File: src/rtl/core/usp_pkg.sv
// Shared types, constants and the blacklist table of the URL script pattern detector.
`default_nettype none
package usp_pkg;

  // Window and pattern limits
  localparam int WindowLenDefault    = 27;
  localparam int PatternCountDefault = 12;
  localparam int TableSize           = 12;
  localparam int PatMaxLen           = 27;
  localparam int PatLenW             = 5;

  // Depth of the token queue and of the result queue
  localparam int QueueDepth = 2;

  typedef logic [7:0]             byte_t;
  typedef logic [PatMaxLen*8-1:0] pat_text_t;
  typedef logic [PatLenW-1:0]     pat_len_t;

  // Per-byte token handed from the front to the back
  typedef struct packed {
    logic hit;
    logic last;
  } tok_t;

  // Patterns right aligned: the final character sits in bits [7:0]
  localparam pat_text_t PAT_TEXT [TableSize] = '{
    pat_text_t'("javascript:"),
    pat_text_t'("data:text/html"),
    pat_text_t'("data:application/javascript"),
    pat_text_t'("vbscript:"),
    pat_text_t'("<script"),
    pat_text_t'("%3cscript"),
    pat_text_t'("alert("),
    pat_text_t'("onerror="),
    pat_text_t'("onload="),
    pat_text_t'("onclick="),
    pat_text_t'("eval("),
    pat_text_t'("fromcharcode(")
  };

  localparam pat_len_t PAT_LEN [TableSize] = '{
    5'd11, 5'd14, 5'd27, 5'd9, 5'd7, 5'd9, 5'd6, 5'd8, 5'd7, 5'd8, 5'd5, 5'd13
  };

  // ASCII upper case to lower case, everything else unchanged
  function automatic byte_t fold_lower(input byte_t c);
    byte_t r;
    r = c;
    if (c >= 8'h41 && c <= 8'h5A) begin
      r = c + 8'h20;
    end
    return r;
  endfunction

endpackage
`default_nettype wire

File: src/rtl/core/usp_fifo.sv
// Small generic first-in first-out queue with registered storage.
`default_nettype none
module usp_fifo #(
  parameter int Width = 2,
  parameter int Depth = 2
) (
  input  wire logic             clk_i,
  input  wire logic             rst_ni,
  input  wire logic             push_i,
  input  wire logic [Width-1:0] wdata_i,
  input  wire logic             pop_i,
  output logic      [Width-1:0] rdata_o,
  output logic                  empty_o,
  output logic                  full_o
);

  localparam int PtrW = (Depth > 1) ? $clog2(Depth) : 1;
  localparam int CntW = $clog2(Depth + 1);

  logic [Width-1:0] mem_q [Depth];
  logic [PtrW-1:0]  wr_ptr_q, wr_ptr_d;
  logic [PtrW-1:0]  rd_ptr_q, rd_ptr_d;
  logic [CntW-1:0]  cnt_q, cnt_d;
  logic             do_push, do_pop;

  assign empty_o = (cnt_q == '0);
  assign full_o  = (cnt_q == CntW'(Depth));
  assign rdata_o = mem_q[rd_ptr_q];
  assign do_push = push_i && !full_o;
  assign do_pop  = pop_i && !empty_o;

  // Pointer and occupancy update
  always_comb begin
    wr_ptr_d = wr_ptr_q;
    rd_ptr_d = rd_ptr_q;
    cnt_d    = cnt_q;
    if (do_push) begin
      wr_ptr_d = (wr_ptr_q == PtrW'(Depth - 1)) ? '0 : wr_ptr_q + 1'b1;
    end
    if (do_pop) begin
      rd_ptr_d = (rd_ptr_q == PtrW'(Depth - 1)) ? '0 : rd_ptr_q + 1'b1;
    end
    if (do_push && !do_pop) begin
      cnt_d = cnt_q + 1'b1;
    end else if (do_pop && !do_push) begin
      cnt_d = cnt_q - 1'b1;
    end
  end

  always_ff @(posedge clk_i or negedge rst_ni) begin
    if (!rst_ni) begin
      wr_ptr_q <= '0;
      rd_ptr_q <= '0;
      cnt_q    <= '0;
    end else begin
      wr_ptr_q <= wr_ptr_d;
      rd_ptr_q <= rd_ptr_d;
      cnt_q    <= cnt_d;
    end
  end

  // Storage, no reset needed
  always_ff @(posedge clk_i) begin
    if (do_push) begin
      mem_q[wr_ptr_q] <= wdata_i;
    end
  end

endmodule
`default_nettype wire

File: src/rtl/core/usp_front.sv
// Front end: case folding, byte window and parallel blacklist compare.
`default_nettype none
module usp_front #(
  parameter int WindowLen    = usp_pkg::WindowLenDefault,
  parameter int PatternCount = usp_pkg::PatternCountDefault
) (
  input  wire logic         clk_i,
  input  wire logic         rst_ni,
  input  wire logic         accept_i,
  input  wire logic [7:0]   char_byte_i,
  input  wire logic         is_last_i,
  output usp_pkg::tok_t     tok_o
);

  localparam int HistLen = WindowLen - 1;

  usp_pkg::byte_t hist_q [HistLen];
  usp_pkg::byte_t hist_d [HistLen];
  usp_pkg::byte_t cur;
  usp_pkg::byte_t win [usp_pkg::PatMaxLen];
  logic           hit;

  assign cur = usp_pkg::fold_lower(char_byte_i);

  // Window view: distance 0 is the current byte
  always_comb begin
    win[0] = cur;
    for (int b = 1; b < usp_pkg::PatMaxLen; b++) begin
      win[b] = hist_q[b-1];
    end
  end

  // Any active pattern ending at the current byte
  always_comb begin
    logic match;
    hit = 1'b0;
    for (int k = 0; k < PatternCount; k++) begin
      match = 1'b1;
      for (int b = 0; b < usp_pkg::PatMaxLen; b++) begin
        if (b < int'(usp_pkg::PAT_LEN[k]) &&
            win[b] != usp_pkg::PAT_TEXT[k][8*b +: 8]) begin
          match = 1'b0;
        end
      end
      if (match) begin
        hit = 1'b1;
      end
    end
  end

  assign tok_o.hit  = hit;
  assign tok_o.last = is_last_i;

  // History shift; cleared at the end of each URL
  always_comb begin
    for (int i = 0; i < HistLen; i++) begin
      hist_d[i] = hist_q[i];
    end
    if (accept_i) begin
      if (is_last_i) begin
        for (int i = 0; i < HistLen; i++) begin
          hist_d[i] = '0;
        end
      end else begin
        hist_d[0] = cur;
        for (int i = 1; i < HistLen; i++) begin
          hist_d[i] = hist_q[i-1];
        end
      end
    end
  end

  always_ff @(posedge clk_i or negedge rst_ni) begin
    if (!rst_ni) begin
      for (int i = 0; i < HistLen; i++) begin
        hist_q[i] <= '0;
      end
    end else begin
      for (int i = 0; i < HistLen; i++) begin
        hist_q[i] <= hist_d[i];
      end
    end
  end

endmodule
`default_nettype wire

File: src/rtl/core/usp_back.sv
// Back end: sticky hit flag and one verdict per URL.
`default_nettype none
module usp_back (
  input  wire logic          clk_i,
  input  wire logic          rst_ni,
  input  wire logic          tok_empty_i,
  input  wire usp_pkg::tok_t tok_i,
  output logic               tok_pop_o,
  input  wire logic          res_full_i,
  output logic               res_push_o,
  output logic               res_data_o
);

  logic found_q, found_d;

  // Take a token unless it closes a URL and the result queue is full
  assign tok_pop_o  = !tok_empty_i && (!tok_i.last || !res_full_i);
  assign res_push_o = tok_pop_o && tok_i.last;
  assign res_data_o = found_q || tok_i.hit;

  always_comb begin
    found_d = found_q;
    if (tok_pop_o) begin
      found_d = tok_i.last ? 1'b0 : (found_q || tok_i.hit);
    end
  end

  always_ff @(posedge clk_i or negedge rst_ni) begin
    if (!rst_ni) begin
      found_q <= 1'b0;
    end else begin
      found_q <= found_d;
    end
  end

endmodule
`default_nettype wire

File: src/rtl/core/url_script_pattern_detector.sv
// Path: a final byte is stored in the token queue, and its verdict is then stored in the result queue.
// Throughput: one byte per cycle while the token queue is not full; the front
// compares all patterns in parallel and a two-entry token queue decouples it from the verdict logic.
// Result side: two-entry queue, so input keeps flowing while a verdict waits.
// Reset: asynchronous, clears the byte window, the hit flag and both queues;
// no clearing pass, the block takes bytes right after reset.
`default_nettype none
module url_script_pattern_detector #(
  parameter int WindowLen    = usp_pkg::WindowLenDefault,
  parameter int PatternCount = usp_pkg::PatternCountDefault
) (
  input  wire logic       clk_i,
  input  wire logic       rst_ni,
  input  wire logic       push,
  output logic            full,
  input  wire logic [7:0] char_byte_i,
  input  wire logic       is_last_i,
  output logic            empty,
  input  wire logic       pop,
  output logic            suspicious_o
);

  localparam int TokW = $bits(usp_pkg::tok_t);

  usp_pkg::tok_t tok_in, tok_out;
  logic          in_xfer;
  logic          tok_empty, tok_full, tok_pop;
  logic          res_push, res_data, res_full;

  assign full    = tok_full;
  assign in_xfer = push && !tok_full;

  usp_front #(
    .WindowLen    (WindowLen),
    .PatternCount (PatternCount)
  ) u_front (
    .clk_i       (clk_i),
    .rst_ni      (rst_ni),
    .accept_i    (in_xfer),
    .char_byte_i (char_byte_i),
    .is_last_i   (is_last_i),
    .tok_o       (tok_in)
  );

  // Token queue between front and back
  usp_fifo #(
    .Width (TokW),
    .Depth (usp_pkg::QueueDepth)
  ) u_tok_fifo (
    .clk_i   (clk_i),
    .rst_ni  (rst_ni),
    .push_i  (in_xfer),
    .wdata_i (tok_in),
    .pop_i   (tok_pop),
    .rdata_o (tok_out),
    .empty_o (tok_empty),
    .full_o  (tok_full)
  );

  usp_back u_back (
    .clk_i       (clk_i),
    .rst_ni      (rst_ni),
    .tok_empty_i (tok_empty),
    .tok_i       (tok_out),
    .tok_pop_o   (tok_pop),
    .res_full_i  (res_full),
    .res_push_o  (res_push),
    .res_data_o  (res_data)
  );

  // Result queue toward the consumer
  usp_fifo #(
    .Width (1),
    .Depth (usp_pkg::QueueDepth)
  ) u_res_fifo (
    .clk_i   (clk_i),
    .rst_ni  (rst_ni),
    .push_i  (res_push),
    .wdata_i (res_data),
    .pop_i   (pop),
    .rdata_o (suspicious_o),
    .empty_o (empty),
    .full_o  (res_full)
  );

  // A verdict is never pushed into a full result queue
  assert property (@(posedge clk_i) disable iff (!rst_ni) res_push |-> !res_full)
    else $error("verdict pushed into full result queue");

  // The back never consumes a token that is not there
  assert property (@(posedge clk_i) disable iff (!rst_ni) tok_pop |-> !tok_empty)
    else $error("token popped from empty queue");

  // A final byte with room downstream is forwarded as a verdict
  assert property (@(posedge clk_i) disable iff (!rst_ni)
    (!tok_empty && tok_out.last && !res_full) |-> res_push)
    else $error("final token stalled with room in result queue");

  // A stored token that does not close a URL is always drained
  assert property (@(posedge clk_i) disable iff (!rst_ni)
    (!tok_empty && !tok_out.last) |-> tok_pop)
    else $error("ordinary token not drained");

endmodule
`default_nettype wire
File: config.mk
export PLATFORM = sky130hd
export DESIGN_NAME = url_script_pattern_detector
export DESIGN_NICKNAME = d
export VERILOG_FILES = /design/src/rtl/core/usp_pkg.sv /design/src/rtl/core/usp_fifo.sv /design/src/rtl/core/usp_front.sv /design/src/rtl/core/usp_back.sv /design/src/rtl/core/url_script_pattern_detector.sv
export SDC_FILE = /design/constraint.sdc
export NUM_CORES = 1
export LEC_CHECK = 0
export CELL_PAD_IN_SITES_DETAIL_PLACEMENT = 2
export CELL_PAD_IN_SITES_GLOBAL_PLACEMENT = 2
export CORE_ASPECT_RATIO = 0.75
export CORE_MARGIN = 2
export CORE_UTILIZATION = 41
export DETAILED_ROUTE_END_ITERATION = 10
export DONT_BUFFER_PORTS = 1
export PLACE_DENSITY_LB_ADDON = 0.1
export SKIP_CTS_REPAIR_TIMING = 1
export SLEW_MARGIN = 20
export SYNTH_ARGS = -nofsm -noshare
export SYNTH_HDL_FRONTEND = slang
export SYNTH_HIERARCHICAL = 1
export SYNTH_SLANG_ARGS = --single-unit
File: constraint.sdc
create_clock -name clk_i -period 3.8 [get_ports clk_i]
set_clock_uncertainty 0.1 [all_clocks]
set_input_delay 0.19 -clock clk_i [delete_from_list [all_inputs] [get_ports clk_i]]
set_output_delay 0.19 -clock clk_i [all_outputs]
set_load 0.02 [all_outputs]
# After elaboration in Yosys (flattened, before gate mapping)
# Memories as Yosys holds them, arrays and structs flattened.
# Cells that the tools add are included.
dict set report classes {
  add_sub_neg 9
  magnitude_cmp 2
  n_eq_ne 89
  n_mux 128
  n_reduce_logical 27
}
# cell n
set ops {}
lappend ops {{8-bit by 7-bit != test with 1-bit output (second input constant)} 77}
lappend ops {{208-bit two-way mux} 1}
lappend ops {{1-bit two-way mux} 122}
lappend ops {{8-bit by 6-bit != test with 1-bit output (second input constant)} 10}
lappend ops {{1-bit logical AND} 12}
lappend ops {{1-bit logical NOT} 9}
lappend ops {{8-bit by 6-bit adder with 8-bit output (second input constant)} 1}
lappend ops {{8-bit by 7-bit greater-or-equal comparator with 1-bit output (second input constant)} 1}
lappend ops {{8-bit by 7-bit <= comparator with 1-bit output (second input constant)} 1}
lappend ops {{2-bit two-way mux} 4}
lappend ops {{8-bit two-way mux} 1}
lappend ops {{1-bit adder (second input constant)} 4}
lappend ops {{2-bit by 1-bit adder with 2-bit output (second input constant)} 2}
lappend ops {{2-bit equality test (second input constant)} 2}
lappend ops {{2-bit logical NOT} 2}
lappend ops {{2-bit nonzero test} 2}
lappend ops {{2-bit by 1-bit subtractor with 2-bit output (second input constant)} 2}
lappend ops {{1-bit logical OR} 2}
dict set report totals {
  regBits 217
  ram_bits 6
  out_inout_bits 3
  mem_count 2
}
# memory depth word_bits read_ports rd_clocked_by_memory_dff write_ports line
set mem_list {}
lappend mem_list {u_tok_fifo.mem_q 2 2 1 0 1 usp_fifo.sv:20} ;# logic [Width-1:0] mem_q [Depth];
lappend mem_list {u_res_fifo.mem_q 2 1 1 0 1 usp_fifo.sv:20}

# Longest topological paths before layout
# Gate-level depths: netlist of the first run.
dict set report depth {
  ltp_word 41
  ltp_mapped 9
  depth_no_buf 9
}

# Cells and area by module
# The synthesis of the first run kept the hierarchy.
# module n_inst cells_each area_per_inst_um2 seq_area_each_um2
set modules_own_cells {}
lappend modules_own_cells {usp_front 1 1098 10153.5 5205.0}
lappend modules_own_cells {{usp_fifo at u_tok_fifo} 1 25 339.1 220.2}
lappend modules_own_cells {{usp_fifo at u_res_fifo} 1 22 267.8 160.2}
lappend modules_own_cells {usp_back 1 8 62.6 25.0}
lappend modules_own_cells {url_script_pattern_detector 1 1 13.8 0.0}

# Worst setup path before layout of the first run
# OpenSTA, ideal clock, no wires.
dict set report synth_path {
  path_type {flip-flop to flip-flop}
  from {register u_front/hist_q[164] in the netlist's numbering}
  to {memory u_tok_fifo.mem_q[0][1] (data pin)}
  setup_time_ns 0.128
  arrival_time_ns 2.447
  required_time_ns 3.572
  slack_ns 1.126
  path_stages_with_launch 9
  n_path_buf 1
  cell_sequence {dfrtp_1 -> nand4bb_1 -> or3_1 -> or4_1 -> or4_1 -> o31ai_1 -> a221oi_2 -> o32ai_2 -> buf_4}
}
dict set report synth_via {
  elab_chain_cells 32
}
# element line
set synth_lines {}
lappend synth_lines {{from (decl)} usp_front.sv:17} ;# usp_pkg::byte_t hist_q [HistLen];
lappend synth_lines {{from (signal, indexed assignment)} usp_front.sv:80} ;# hist_q[i] <= hist_d[i];
lappend synth_lines {{8-bit by 7-bit != test with 1-bit output} usp_front.sv:41} ;# win[b] != usp_pkg::PAT_TEXT[k][8*b +: 8]) begin
lappend synth_lines {{1-bit two-way mux (21 in a row)} usp_front.sv:40} ;# if (b < int'(usp_pkg::PAT_LEN[k]) &&
lappend synth_lines {{1-bit two-way mux (9 in a row)} usp_front.sv:45} ;# if (match) begin
lappend synth_lines {{1-bit two-way mux (*)} usp_front.sv:45}
lappend synth_lines {{via u_front.hit} usp_front.sv:21} ;# logic hit;
lappend synth_lines {{to (decl)} usp_fifo.sv:20}
# The timed path passes the listed nets; every way through them passes the cells marked *.

==> results of run 1 <==
## state kept, by name, summed over array words and instances, names as in the netlist, 2 cells and up
register / flops
u_tok_fifo/mem_q: 4
u_res_fifo/cnt_q: 2
u_res_fifo/mem_q: 2
u_front/hist_q: 208
u_tok_fifo/cnt_q: 2
## metal layers
| metal | share of wire, % | wire length [microns] | global-route usage [%] |
|---|---|---|---|
| met3 | 3.4 | 1120 | 2.53 |
| met1 | 54 | 17700 | 38.8 |
| met4 | 1.5 | 497 | 4.05 |
| met2 | 41 | 13400 | 33.4 |
| met5 | 0 | 0 | 0 |
## cells by family (layout without fill, tap and decap cells)
kind of cell / count (synthesis) / in the layout / synth area share (%)
compound gates: 228 / 228 / 10.9
xor+xnor: 10 / 10 / 0.808
simple gates: 402 / 402 / 25.8
fa+ha+maj: 3 / 3 / 0.346
mux: 4 / 4 / 0.404
flops: 223 / 223 / 51.8
buf+inv: 284 / 273 / 9.91
## layout by cell type (no fill, tap or decap), types with 8 or more instances in the layout
master and instances:
dfrtp_1 217, inv_1 214, o21ai_0 209, nand3b_1 208, nand4_1 31, nor4_1 28
clkbuf_16 25, nor2_1 20, nand2_1 16, nand3_1 15, dlygate4sd3_1 13, nor3_1 12
nor4b_1 12, nor4bb_1 11, clkbuf_1 9, or4_1 8
## area by class of cell
cell class              instances  area, sq um
multi-input cells             647         4150
clock inverters                 3         21.3
clock buffers                  40          742
well taps                     344          430
fillers                      2732        14000
flip-flops and latches        223         5610
inverters                     214          803
repair buffers                 16          198
## power by group
| part | switching [mW] | internal (mW) | total (mW) |
|---|---|---|---|
| combinational | 0.703 | 0.301 | 1.00 |
| sequential | 0.251 | 2.58 | 2.83 |
| clock | 0.976 | 1.33 | 2.30 |
## synth_stat cells, drive strengths merged (2+ instances only)
cell     count  area share, %
nand2b       6           0.35
nand4b       5           0.40
nand4       31            1.8
dfrtp      217             50
and3         2           0.12
xor2         4           0.32
or3          2           0.12
o311ai       2           0.16
clkbuf      63            2.2
and2         2           0.12
a31oi        3           0.17
nor4        28            1.6
nor4bb      11            1.0
o22ai        3           0.17
nor2        20           0.69
xnor2        6           0.48
nand4bb      2           0.21
or4          9           0.64
ha           3           0.35
mux2         3           0.31
o31ai        2           0.14
nor3b        4           0.28
nor2b        7           0.47
nand3b     208             14
nand3       15           0.69
edfxtp       6            1.7
a21oi        3           0.14
nor3        12           0.55
o21ai      212            9.8
or2          2           0.12
buf          7           0.31
nor4b       12           0.97
and4b        2           0.18
and3b        3           0.24
nand2       16           0.55
inv        214            7.4
## path summary, 6_finish.rpt
kind,startpoint,to,cells after the start
max,u_front/hist_q[164],u_tok_fifo/mem_q[0][1],7
min,rst_ni,u_front/hist_q[65],0
max reg2reg,u_front/hist_q[164],u_tok_fifo/mem_q[0][1],7
min reg2reg,u_res_fifo/rd_ptr_q,u_res_fifo/rd_ptr_q,1
max in group asynchronous,rst_ni,u_front/hist_q[132],0
min in group clk_i,char_byte_i[6],u_front/hist_q[206],3
## through the flow
stage	cells	cell area, sq um
floorplan	1154	10800
global placement	1430	11000
detailed placement	1430	11000
CTS	1473	11800
global route	1487	12000
finish	1487	12000
==> summary.md, run 1 <==
| Metric | Value |
|---|---|
| Status | `finished with violations` |
| Failing checks | `negative hold slack` |
| Largest delay share family, worst path | `simple AND/OR/NAND/NOR gates` |
| Area Overhead vs Synth | `10.3%` |
| Final GP Congestion | `0.870` |
| CP peak stage delay | `0.56 ns` |
| Yosys reg bits | `223` |
| DRC Markers | `0` |
| Max FO, Critical Path | `4` |
| Hold slack final | `-0.732 ns` |
| Final ANT Viol Nets | `0` |
| Setup TNS Final | `0 ns` |
| Die Area | `27800 sq um` |
| Avg WL per Cell | `22.0 microns` |
| First-pass GRT wire length | `51.1 mm` |
| Pre-CTS setup slack | `0.848 ns` |
| Minimum clock period | `2.97 ns` |
| CTS tree | `done` |
| Fin crit share | `78.1%` |
| Tightest Pin Transition | `0.865 ns` |
| Buf+Inv Stages, Crit Path | `0` |
| Die width | `192 microns` |
| Reg clk slew, reported paths | `0.07 ns` |
| Vias in the first global route | `8656` |
| Via density | `5.69` |
| Ys flop type | `dfrtp_1` |
| Critical path class | `register to register` |
| Initial antenna violation count | `1` |
| Largest net degree at the start of global routing | `218` |
| Most frequent CP cell | `or4_1` |
| Worst R2R Setup Slack | `0.83 ns` |
| Distinct cells, synth | `47` |
| CTS buffer count | `25` |
| Power Dens Cells | `513 nW/um^2` |
| Maximum VDD drop | `0.000897 V` |
| H-tree depth | `1` |
| Maximum buffer depth of the clock tree | `3` |
| Root Driver | `clkbuf_16` |
| Tot GR Track Use | `23.7%` |
| Fin nets | `1143` |
| Pwr Total | `6.14 mW` |
| Final setup fails | `0` |
| RSZ-0062 raised after global routing | `false` |
| Layout cells sized above 1 | `4.11%` |
| Antenna diodes | `0` |
| Mapped Cells | `1154` |
| CP Data Required Time | `4.03 ns` |
| Worst hold path class | `input port to asynchronous set/reset pin` |
| Final Util | `46.0%` |
| Synth warnings | `6` |
| Worst Path Arrival | `3.19 ns` |
| # port buffers | `0` |
| Crit start category | `register` |
| I/O pin cnt | `16` |
| Mean Syn Cell Area | `9.39 sq um` |
| Final WL | `32.6 mm` |
| Row count | `51` |
| Mapped Area | `10800 sq um` |
| CP endpoint kind | `register` |
| Clock sink count | `223` |
| Mapped Nets | `1170` |
| Detailed Place HPWL | `20.8 mm` |
| Max-cap viol count | `0` |
| Slowest stage cell, crit path | `or4_1` |
| Post-route setup slack | `0.834 ns` |
| Number of synthesized flops with an enable pin | `6` |
| Initial Util | `41.7%` |
| Total grt overflow | `0` |
| Slew HR | `42.3%` |
| Leak Pwr | `4.54 nW` |
| Total number of vias | `8455` |
| Register area share after synthesis | `51.8%` |
| Clk Latency, worst-skew pair | `0.53 ns` |
| Fmax | `0.337 GHz` |
| Slew Viols, Final | `0` |
| Drt first pass iters | `8` |
| Chip height | `145 microns` |
| Critical path, cell by cell | `nand4bb_1 > or3_1 > or4_1 > or4_1 > o31ai_1 > a221oi_2 > o32ai_2` |
| Core area | `26000 sq um` |
| Final hold violations | `220` |
| Initial DRC Count | `776` |
| Ys async rst share | `97.3%` |
(Power assumes the default switching activity.)
==> inputs of run 2 (changes only) <==
- ABC_AREA: unset -> 1
- CORE_UTILIZATION: 41 -> 36
- clock period: 3.8 -> 2.4 ns (I/O delays scaled with it)
==> run 2 against run 1 <==
  * The flow still finishes with violations (negative hold slack)
  * Routed wire length fell by 4.6%
  * Register-to-register slack worse by 0.51 ns
  * Sequential power is 51% higher
  * Global-route usage shrank 2.0 points
  * Total power grew 64%
  * Hold slack got worse by 0.077 ns
  * Core utilization shrank 5.1 points
  * Critical path type unchanged
==> summary.md, run 2 <==
| Metric | Value |
|---|---|
| Mapped Area | `10100 sq um (-6.6%)` |
| Total grt overflow | `0 (unchanged)` |
| Avg WL per Cell | `19.9 microns (-9.2%)` |
| Initial DRC Count | `388 (-50%)` |
| Max-cap viol count | `0 (unchanged)` |
| RSZ-0062 raised after global routing | `false` |
| Number of synthesized flops with an enable pin | `6 (unchanged)` |
| Largest net degree at the start of global routing | `218 (unchanged)` |
| Most frequent cells in the layout | `dfrtp_1 (217), inv_1 (215), o22ai_1 (206), nand2_1 (186), nor2_1 (140)` |
| Main combinational cell family by area after synthesis | `simple AND/OR/NAND/NOR gates` |
| Tightest Pin Transition | `0.779 ns (-0.0863 ns)` |
| R2r startpoint | `u_front/hist_q[163]` |
| Commonest cells post-synth | `dfrtp_1 (217), inv_1 (215), o22ai_1 (206)` |
| Pre-CTS setup slack | `0.341 ns (-0.507 ns)` |
| Synth area leader | `dfrtp_1` |
| Final ANT Viol Nets | `0 (unchanged)` |
| Simple-Gate Fraction of Synth Area | `19.6% (-6.3 points)` |
| Minimum clock period | `2.08 ns (-0.888 ns)` |
| Fin crit share | `86.6% (+8.5 points)` |
| Max FO, Critical Path | `4 (unchanged)` |
| Drt first pass iters | `4 (-4)` |
| Final WL | `31.2 mm (-4.6%)` |
| Most common library cell in the layout ignoring fill and taps | `dfrtp_1` |
| Die width | `198 microns (+3.1%)` |
| Initial antenna violation count | `0 (-1)` |
| Synth warnings | `6 (unchanged)` |
| Worst hold path class | `input port to asynchronous set/reset pin` |
| Pwr Total | `10.0 mW (+64%)` |
| Row count | `53 (+3.9%)` |
| Max FFs per register | `208 (unchanged)` |
| Area Overhead vs Synth | `12.7%` |
| Final hold violations | `220 (unchanged)` |
| Synth Area in Adders | `0.371% (+0.024 points)` |
| DRC Markers | `0 (unchanged)` |
| CTS tree | `done` |
| Fmax | `0.481 GHz (+43%)` |
| Failing checks | `negative hold slack` |
| CTS buffer count | `25 (unchanged)` |
| Worst Path Arrival | `2.38 ns (-0.81 ns)` |
| Post-synth top area share | `53.6% (+3.5 points)` |
| Layout cells sized above 1 | `9.04% (+4.9 points)` |
| Detailed Place HPWL | `21.1 mm (+1.7%)` |
| Mean Syn Cell Area | `8.49 sq um (-9.6%)` |
| Setup TNS Final | `0 ns (unchanged)` |
| Ys flop type | `dfrtp_1` |
| Slew HR | `48.1% (+5.8 points)` |
| Total number of vias | `8235 (-2.6%)` |
| Mapped Nets | `1209 (+3.3%)` |
| Initial Util | `36.4% (-5.4 points)` |
| Final setup fails | `0 (unchanged)` |
| I/O pin cnt | `16 (unchanged)` |
| Register area | `5610 sq um (unchanged)` |
| Slew Viols, Final | `0 (unchanged)` |
| Die Area | `29500 sq um (+6.2%)` |
| Most common cell in the netlist | `dfrtp_1` |
| Status | `finished with violations` |
| Synth Area in XOR/XNOR | `0.173% (-0.64 points)` |
| CP Data Required Time | `2.70 ns (-1.33 ns)` |
| Root Driver | `clkbuf_16` |
| Synth Area in Compound Gates | `13.3% (+2.4 points)` |
| Leak Pwr | `4.74 nW (+4.6%)` |
| Distinct cells, synth | `30 (-36%)` |
| Ys async rst share | `97.3% (unchanged)` |
| # port buffers | `0 (unchanged)` |
| Fillers | `3123 (+14%)` |
| Yosys reg bits | `223 (unchanged)` |
| Critical path launch point | `u_front/hist_q[163]` |
| Post-route setup slack | `0.322 ns (-0.512 ns)` |
| Maximum buffer depth of the clock tree | `3 (unchanged)` |
| Core area | `27900 sq um (+7.2%)` |
| Mapped Cells | `1193 (+3.4%)` |
| Tot GR Track Use | `21.7% (-2.0 points)` |
| Largest register by flop count | `u_front/hist_q` |
| First-pass GRT wire length | `50.4 mm (-1.3%)` |
| Multi-input gate area | `3400 sq um (-18%)` |
| Proportion of synthesized area in mux cells | `0% (-0.40 points)` |
| Largest cells by area after synthesis | `dfrtp_1 (54%), o22ai_1 (13%), inv_1 (8.0%), nand2_1 (6.9%), nor2_1 (5.2%)` |
| Maximum VDD drop | `0.000444 V (-51%)` |
| Antenna diodes | `0 (unchanged)` |
| Fin nets | `1206 (+5.5%)` |
| Reg clk slew, reported paths | `0.06 ns (about the same)` |
| Register area share after synthesis | `55.4% (+3.6 points)` |
| Chip height | `149 microns (+3.1%)` |
| Clock sink count | `223 (unchanged)` |
| Critical path class | `register to register` |
| Largest regs | `u_front/hist_q (208), u_tok_fifo/mem_q (4)` |
| Final GP Congestion | `0.864 (-0.77%)` |
| CP endpoint kind | `register` |
| Clk Latency, worst-skew pair | `0.53 ns (about the same)` |
| Power Dens Cells | `880 nW/um^2 (+71%)` |
| Hold slack final | `-0.809 ns (-0.0771 ns)` |
| Vias in the first global route | `8750 (+1.1%)` |
| Via density | `5.27 (-7.3%)` |
| Crit start category | `register` |
| H-tree depth | `1 (unchanged)` |
run 2: worst paths after layout:
check | endpoint | slack (ns) | depth (start not counted)
max | u_tok_fifo/mem_q[0][1] | 0.32 | 11
min | u_front/hist_q[92] | -0.81 | 0
max reg2reg | u_tok_fifo/mem_q[0][1] | 0.32 | 11
min reg2reg | u_back/found_q | 0.40 | 2
max in group asynchronous | u_front/hist_q[195] | 2.66 | 0
min in group clk_i | u_tok_fifo/mem_q[1][1] | -0.05 | 6
run 2: layout make-up:
class	instances	area share [%]
Multi-Input combinational cell	674	29.8
Inverter	249	8.20
Tap cell	357	3.91
Sequential cell	223	49.2
Clock buffer	38	6.26
Clock inverter	5	1.01
Timing Repair Buffer	17	1.67
run 2: where the power goes:
group	total, mW	switching (mW)	internal [mW]
combinational	1.82	1.31	0.506
sequential	4.28	0.227	4.05
clock	3.94	1.57	2.37
total	10.0	3.11	6.93
run 2: cells by family (layout without fill, tap and decap cells):
family                     after synthesis  in the layout
xor gates and xnor gates                 2              2
adders and majority gates                3              3
DFF                                    223            223
and+or+nand+nor                        453            453
buffers and inverters                  296            309
AOI/OAI and AO/OA                      216            216
run 2: critical path: stages (launching register included):
cell,delay (ns)
dfrtp_1,0.45
nor2_1,0.19
nand3_1,0.11
nor3_2,0.42
inv_1,0.10
nor2_1,0.14
nand3_1,0.13
nand2_1,0.09
nand2_1,0.05
nand2_1,0.05
nand2_1,0.05
nand2_1,0.08
run 2: metal layers:
metal	vias to the layer above	GRT usage (%)	part of all wire (%)
met1	4235	33.3	52
li1	3886	-	-
met5	-	0	0
met3	36	3.05	3.1
met4	0	3.57	1.5
met2	78	32.7	44
run 2: through the flow:
step / cells / instance area [sq um] / hold slack (ns) / utilization, %
6_report: 1563 / 11400 / -0.809 / 41.0
5_1_grt: 1563 / 11400 / -0.842 / 41.0
4_1_cts: 1553 / 11300 / -0.838 / 40.6
3_5_place_dp: 1510 / 10500 / -0.266 / 37.6
3_3_place_gp: 1510 / 10500 / -0.264 / 37.6
2_1_floorplan: 1193 / 10100 / -0.276 / -
